==> src/hdl/dfs_pkg.sv <==
package dfs_pkg;

  localparam int MAX_FIELDS = 255;
  localparam int FIELD_CAP = (MAX_FIELDS > 255) ? 255 : ((MAX_FIELDS < 1) ? 1 : MAX_FIELDS);
  localparam logic [7:0] FIELD_LAST = 8'(FIELD_CAP - 1);

  localparam logic [7:0] QUOTE_BYTE = 8'd34;
  localparam logic [7:0] CR_BYTE = 8'd13;
  localparam logic [7:0] LF_BYTE = 8'd10;
  localparam logic [7:0] SEPARATOR_RESET = 8'd44;

  localparam logic [2:0] MODE_LINE_START = 3'd0;
  localparam logic [2:0] MODE_FIELD_START = 3'd1;
  localparam logic [2:0] MODE_UNQUOTED = 3'd2;
  localparam logic [2:0] MODE_QUOTED = 3'd3;
  localparam logic [2:0] MODE_QUOTE_SEEN = 3'd4;

  localparam logic [1:0] KIND_BYTE = 2'd0;
  localparam logic [1:0] KIND_FIELD_END = 2'd1;
  localparam logic [1:0] KIND_LINE_END = 2'd2;

  localparam logic [7:0] REG_SEPARATOR_A = 8'd0;
  localparam logic [7:0] REG_SEPARATOR_B = 8'd1;

  typedef struct packed {
    logic [7:0] text_byte;
    logic       end_of_input;
  } text_item_t;

  typedef struct packed {
    logic [1:0] kind;
    logic [7:0] value;
    logic [7:0] field_number;
  } result_item_t;

  typedef struct packed {
    logic [2:0] parse_mode;
    logic       after_carriage_return;
    logic [7:0] field_counter;
  } parser_state_t;

endpackage

==> src/hdl/dfs_step.sv <==
module dfs_step
  import dfs_pkg::*;
(
  input  parser_state_t state,
  input  text_item_t    item,
  input  logic [7:0]    separator_a,
  input  logic [7:0]    separator_b,
  output parser_state_t state_next,
  output logic          emit,
  output result_item_t  result
);

  logic       is_sep;
  logic [7:0] b;
  logic [7:0] line_count;
  logic [7:0] counter_inc;

  assign b = item.text_byte;
  assign is_sep = (b == separator_a) || (b == separator_b);
  assign line_count = (state.parse_mode == MODE_LINE_START) ? 8'd0
                                                            : state.field_counter + 8'd1;
  assign counter_inc = (state.field_counter < FIELD_LAST) ? state.field_counter + 8'd1
                                                          : state.field_counter;

  always_comb begin
    state_next = state;
    state_next.after_carriage_return = 1'b0;
    emit = 1'b0;
    result.kind = KIND_BYTE;
    result.value = 8'd0;
    result.field_number = state.field_counter;

    if (item.end_of_input) begin
      emit = (state.parse_mode != MODE_LINE_START);
      result.kind = KIND_LINE_END;
      result.field_number = line_count;
      state_next.parse_mode = MODE_LINE_START;
      state_next.field_counter = 8'd0;
    end else if (b == LF_BYTE && state.after_carriage_return) begin
      emit = 1'b0;
    end else if (b == CR_BYTE || b == LF_BYTE) begin
      emit = 1'b1;
      result.kind = KIND_LINE_END;
      result.field_number = line_count;
      state_next.parse_mode = MODE_LINE_START;
      state_next.field_counter = 8'd0;
      state_next.after_carriage_return = (b == CR_BYTE);
    end else begin
      case (state.parse_mode)
        MODE_LINE_START, MODE_FIELD_START: begin
          if (b == QUOTE_BYTE) begin
            state_next.parse_mode = MODE_QUOTED;
          end else if (is_sep) begin
            emit = 1'b1;
            result.kind = KIND_FIELD_END;
            state_next.field_counter = counter_inc;
            state_next.parse_mode = MODE_FIELD_START;
          end else begin
            emit = 1'b1;
            result.value = b;
            state_next.parse_mode = MODE_UNQUOTED;
          end
        end
        MODE_QUOTED: begin
          if (b == QUOTE_BYTE) begin
            state_next.parse_mode = MODE_QUOTE_SEEN;
          end else begin
            emit = 1'b1;
            result.value = b;
          end
        end
        MODE_QUOTE_SEEN: begin
          if (b == QUOTE_BYTE) begin
            emit = 1'b1;
            result.value = b;
            state_next.parse_mode = MODE_QUOTED;
          end else if (is_sep) begin
            emit = 1'b1;
            result.kind = KIND_FIELD_END;
            state_next.field_counter = counter_inc;
            state_next.parse_mode = MODE_FIELD_START;
          end else begin
            emit = 1'b1;
            result.value = b;
            state_next.parse_mode = MODE_UNQUOTED;
          end
        end
        default: begin
          emit = 1'b1;
          if (is_sep) begin
            result.kind = KIND_FIELD_END;
            state_next.field_counter = counter_inc;
            state_next.parse_mode = MODE_FIELD_START;
          end else begin
            result.value = b;
            state_next.parse_mode = MODE_UNQUOTED;
          end
        end
      endcase
    end
  end

endmodule

==> src/hdl/delimited_field_splitter.sv <==
// Splits a byte stream into fields and lines, one text byte per clock cycle when not
// stalled. Each accepted byte updates the parser state in the same cycle and, when it
// yields a content byte, a field end or a line end, that result appears on the result
// channel in the cycle after the transfer. The single result register is the only
// stage, and a new byte is taken whenever that register is empty or is being read
// out in the same cycle. The always-ready cfg channel writes the separator registers.
module delimited_field_splitter
  import dfs_pkg::*;
(
  input  logic         clk,
  input  logic         rst,
  input  logic         text_valid,
  output logic         text_ready,
  input  text_item_t   text,
  output logic         result_valid,
  input  logic         result_ready,
  output result_item_t result,
  input  logic         cfg_valid,
  output logic         cfg_ready,
  input  logic [7:0]   cfg_index,
  input  logic [7:0]   cfg_data
);

  logic [7:0]    separator_a;
  logic [7:0]    separator_b;
  parser_state_t state;
  parser_state_t state_next;
  logic          emit;
  result_item_t  step_result;
  logic          text_xfer;

  assign cfg_ready = 1'b1;
  assign text_ready = !result_valid || result_ready;
  assign text_xfer = text_valid && text_ready;

  dfs_step u_step (
    .state       (state),
    .item        (text),
    .separator_a (separator_a),
    .separator_b (separator_b),
    .state_next  (state_next),
    .emit        (emit),
    .result      (step_result)
  );

  always_ff @(posedge clk) begin
    if (rst) begin
      separator_a <= SEPARATOR_RESET;
      separator_b <= SEPARATOR_RESET;
    end else if (cfg_valid) begin
      if (cfg_index == REG_SEPARATOR_A) begin
        separator_a <= cfg_data;
      end else if (cfg_index == REG_SEPARATOR_B) begin
        separator_b <= cfg_data;
      end
    end
  end

  always_ff @(posedge clk) begin
    if (rst) begin
      state.parse_mode <= MODE_LINE_START;
      state.after_carriage_return <= 1'b0;
      state.field_counter <= 8'd0;
      result_valid <= 1'b0;
    end else begin
      if (text_xfer) begin
        state <= state_next;
        result_valid <= emit;
      end else if (result_ready) begin
        result_valid <= 1'b0;
      end
    end
  end

  always_ff @(posedge clk) begin
    if (text_xfer && emit) begin
      result <= step_result;
    end
  end

  a_kind_legal: assert property (@(posedge clk) disable iff (rst)
    result_valid |-> (result.kind == KIND_BYTE || result.kind == KIND_FIELD_END ||
                      result.kind == KIND_LINE_END))
    else $error("result kind outside the defined codes");

  a_value_zero: assert property (@(posedge clk) disable iff (rst)
    (result_valid && result.kind != KIND_BYTE) |-> (result.value == 8'd0))
    else $error("nonzero value on a field or line end");

  a_counter_cap: assert property (@(posedge clk) disable iff (rst)
    state.field_counter <= FIELD_LAST)
    else $error("field counter beyond its cap");

  a_line_end_clears: assert property (@(posedge clk) disable iff (rst)
    (text_xfer && emit && step_result.kind == KIND_LINE_END) |=>
      (state.parse_mode == MODE_LINE_START && state.field_counter == 8'd0))
    else $error("line end did not return parser to line start");

  a_no_overwrite: assert property (@(posedge clk) disable iff (rst)
    (result_valid && !result_ready) |=> (result_valid && $stable(result)))
    else $error("pending result lost or changed");

endmodule

==> config.mk <==
export PLATFORM = sky130hd
export DESIGN_NAME = delimited_field_splitter
export DESIGN_NICKNAME = d
export VERILOG_FILES = /design/src/hdl/dfs_pkg.sv /design/src/hdl/dfs_step.sv /design/src/hdl/delimited_field_splitter.sv
export SDC_FILE = /design/constraint.sdc
export NUM_CORES = 1
export LEC_CHECK = 0
export BUFFER_PORTS_ARGS = -buffer_cell sky130_fd_sc_hd__buf_2
export CORE_MARGIN = 2
export CORE_UTILIZATION = 60
export CTS_BUF_LIST = sky130_fd_sc_hd__clkbuf_4 sky130_fd_sc_hd__clkbuf_8
export DETAILED_ROUTE_END_ITERATION = 10
export PLACE_DENSITY = 0.86
export RECOVER_POWER = 100
export SLEW_MARGIN = 30
export SYNTH_ARGS = -nofsm -noshare
export SYNTH_HDL_FRONTEND = slang
export SYNTH_SLANG_ARGS = --single-unit
==> constraint.sdc <==
create_clock -name clk -period 4.35 [get_ports clk]
set_input_delay 1.0875 -clock clk [delete_from_list [all_inputs] [get_ports clk]]
set_output_delay 1.0875 -clock clk [all_outputs]
set_load 0.005 [all_outputs]
==> impl_results.md <==
* Status: finished clean
* Avg Vias per Cell at 5.98
* Synth cell count leaders: dfxtp_1 (29), nand2_1 (23), nor2_1 (22)
* Clk Latency, worst-skew pair at 300 ps
* IO Pins at slightly above 50
* Starting DRT DRC Count at around 240
* Die Area at between 4000 and 5000 sq um
* Number of global-route vias before repair at 1965
* DR vias at 2087
* Mux share of post-synthesis cell area at under 10%
* Row count at 23
* Slew Viols, Final at 0
* Setup WS pre-CTS at 1210 ps
* Critical path buffers and inverters at 2
* Crit. End Element: flip-flop
* Worst setup path class: in -> reg
* Post-Synth XOR/XNOR Area at approximately 5.5%
* Hold Fails Final Rpt at 0
* Post-CTS setup repair buffer count at 0
* Layout cells sized above 1 at 19.7%
* Dpl hpwl at about 3900 um
* Worst endpoint required time at 4290 ps
* VDD IR-drop max at 0.234 mV
* RSZ-0062 raised after global routing: false
* Period minus WS final at between 3000 and 4000 ps
* Cells after synthesis at ~260
* Initial antenna violation count at 0
* Startpoint types: primary input
* Layout Skew at roughly 6.5 ps
* Starting Density at 63.0%
* Setup violators final at 0
* CP peak stage delay at about 570 ps
* Post-Synth Adder-Cell Area at less than 1%
* Synthesized cell area at about 2500 sq um
* H-tree depth at 2
* Synth cell types at 55
* Synth Net Count at approximately 290
* CORE AREA at ~4000 sq um
* DRC at 0
* Top Usage Layer GRT: met2
* Synth Area in Simple Gates at approximately 25%
* CTS max path bufs at 2
* Max Freq at approximately 310 MHz
* Actual slew at the worst max-slew pin at 859 ps
* Critical path's top delay family: simple AND/OR/NAND/NOR gates
* Compound-Gate Fraction of Synth Area at approximately 15%
* Layout area overhead at 9.86%
* Non-Filler Instances at ~350
* DRT antenna net count at 0
* Yosys warnings at 0
* Drt first pass iters at 4
* Largest family of logic cells by synthesized area: simple AND/OR/NAND/NOR gates
* Static Leak at between 1 and 1.5 nW
* TNS Setup at 0 ps
* Placed insts at ~340
* Yosys reg bits at 47
* Top-count cell post-synth: dfxtp_1
* Post-synth EDFFs at 18
* Main synth FF type: dfxtp_1
* CTS tree: built
* Routing usage on met3 at under 10%
* Post-synthesis sequential area ratio at 44.2%
* IO buf count at 49
* GRT met2 Usage at between 30% and 40%
* Cts bufs inserted at 5
* Crit-path cells: clkbuf_1 > nor4_1 > o211ai_1 > and2_0 > nand3_1 > nand3_1 > inv_1
* Fillers at between 300 and 400
* First-pass GRT wire length at a little under 9000 um
* Crit path depth at 7
* Final net count at between 300 and 400
* Met1 GRT Util at between 30% and 40%
* Cts hold-fix bufs at 0
* Hold Path Class: reg -> reg
* Largest net degree at the start of global routing at 28
* Depth of the most critical reg-to-reg path at 6
* Total Power at approximately 900 uW
* Setup WS post-layout at around 1200 ps
* WHS Path Cells at 2
* MaxCap Viol Count at 0
* Die Span Y at between 60 and 70 um
* Gr ovfl total at 0
* CP arrival at between 3000 and 4000 ps
* Asr flop ratio synth at 0%
* Synth area leader: dfxtp_1
* Critical-path maximum fanout at 18
* N_diodes at 0
* Final period util at around three quarters
* Crit-path slowest cell: nor4_1
* Die W at 69.0 um
* CTS root buf: clkbuf_8
* Post-cts sizing count at 0
* CP most frequent cell: nand3_1
* Placer Congestion at 0.835
* CTS sink cnt at 47
* GRT Util Overall at between 20% and 30%
* WL per Instance at approximately 15 um
* Reg clk slew, reported paths at 80 ps
* Yosys top cell area share at 22.9%
* Total wire length after detailed routing at 5220 um
* Slew headroom at a little over two fifths
* Main area contributors after synthesis: dfxtp_1 (23%), edfxtp_1 (21%), xor2_1 (5.5%), mux2i_1 (4.3%), nand2_1 (3.4%)
* Hold WS at roughly 500 ps
* Mean Syn Cell Area at approximately 9.9 sq um
* Power density cells at around 320 nW/um^2
## per-stage QoR
| stage | utilization (%) | area (sq um) |
|---|---|---|
| after global routing | 69.2 | 2790 |
| after floorplan | - | 2540 |
| after CTS | 70.7 | 2850 |
| after detailed placement | 67.8 | 2730 |
| final | 69.2 | 2790 |
| after global placement | 67.8 | 2730 |
## area by class of cell
cell class / instances / area [sq um] / share of cell area (%)
clock inverters: 2 / 35.0 / 1.26
repair buffers: 49 / 234 / 8.39
well taps: 50 / 62.6 / 2.24
flip-flops and latches: 47 / 1120 / 40.2
inverters: 7 / 26.3 / 0.943
multi-input cells: 188 / 1230 / 44.0
clock buffers: 6 / 82.6 / 2.96
## cell families after synthesis
group | count (synthesis)
DFF | 47
adders and majority gates | 1
and+or+nand+nor | 108
other | 1
muxes | 11
xor gates and xnor gates | 16
AOI/OAI and AO/OA | 51
buffers and inverters | 22
## worst paths after layout
kind                                            endpoint  slack [ps]                   from
worst min-delay path               state[8]$_SDFFE_PP0P_         500  state[8]$_SDFFE_PP0P_
worst min register to register     state[8]$_SDFFE_PP0P_         500  state[8]$_SDFFE_PP0P_
worst max-delay path            result[12]$_SDFFCE_PP0P_        1150                text[5]
worst max register to register     state[4]$_SDFFE_PP0P_        2180  state[3]$_SDFFE_PP0P_
## layout by cell type, fill, tap and decap left out, types with 3 or more instances in the layout
cell / Yosys / layout
and3_1: 4 / 4
edfxtp_1: 18 / 18
and2_0: 0 / 6
a211o_1: 6 / 6
nor3_1: 8 / 8
or3_1: 3 / 3
inv_1: 7 / 7
nand4_1: 2 / 3
nand2_1: 23 / 23
a21oi_1: 8 / 8
o31ai_1: 5 / 5
nor2b_1: 4 / 4
clkbuf_1: 4 / 9
mux2i_1: 11 / 11
xor2_1: 16 / 16
nor4_1: 1 / 3
o21ai_0: 8 / 11
dfxtp_1: 29 / 29
nor2_1: 22 / 22
o21ai_1: 6 / 3
o211ai_1: 2 / 3
clkbuf_8: 0 / 6
buf_2: 1 / 40
nand3_1: 14 / 14
## registers in the layout, summed over array words and instances, names as in the netlist
signal and cells:
result 18, state 12, separator_a 8, separator_b 8, result_valid 1
## worst reg2reg max path, delay by kind of cell, from the launching register on
kind / cells / cell delay (ps)
AO/OA/AOI/OAI: 5 / 1370
flip-flops: 1 / 450
AND/OR/NAND/NOR: 1 / 260
## per-layer routing
layer | vias up | wire (um)
li1 | 1006 | -
met1 | 986 | 2290
met2 | 82 | 2430
met3 | 13 | 377
met4 | 0 | 119
met5 | - | 0
## report_power, final
part / total (mW) / switching [mW] / internal [mW]
combinational: 0.0840 / 0.0524 / 0.0316
clock: 0.330 / 0.145 / 0.186
sequential: 0.473 / 0.00421 / 0.469
total: 0.887 / 0.201 / 0.686
Power figures use the tool's default switching activity.
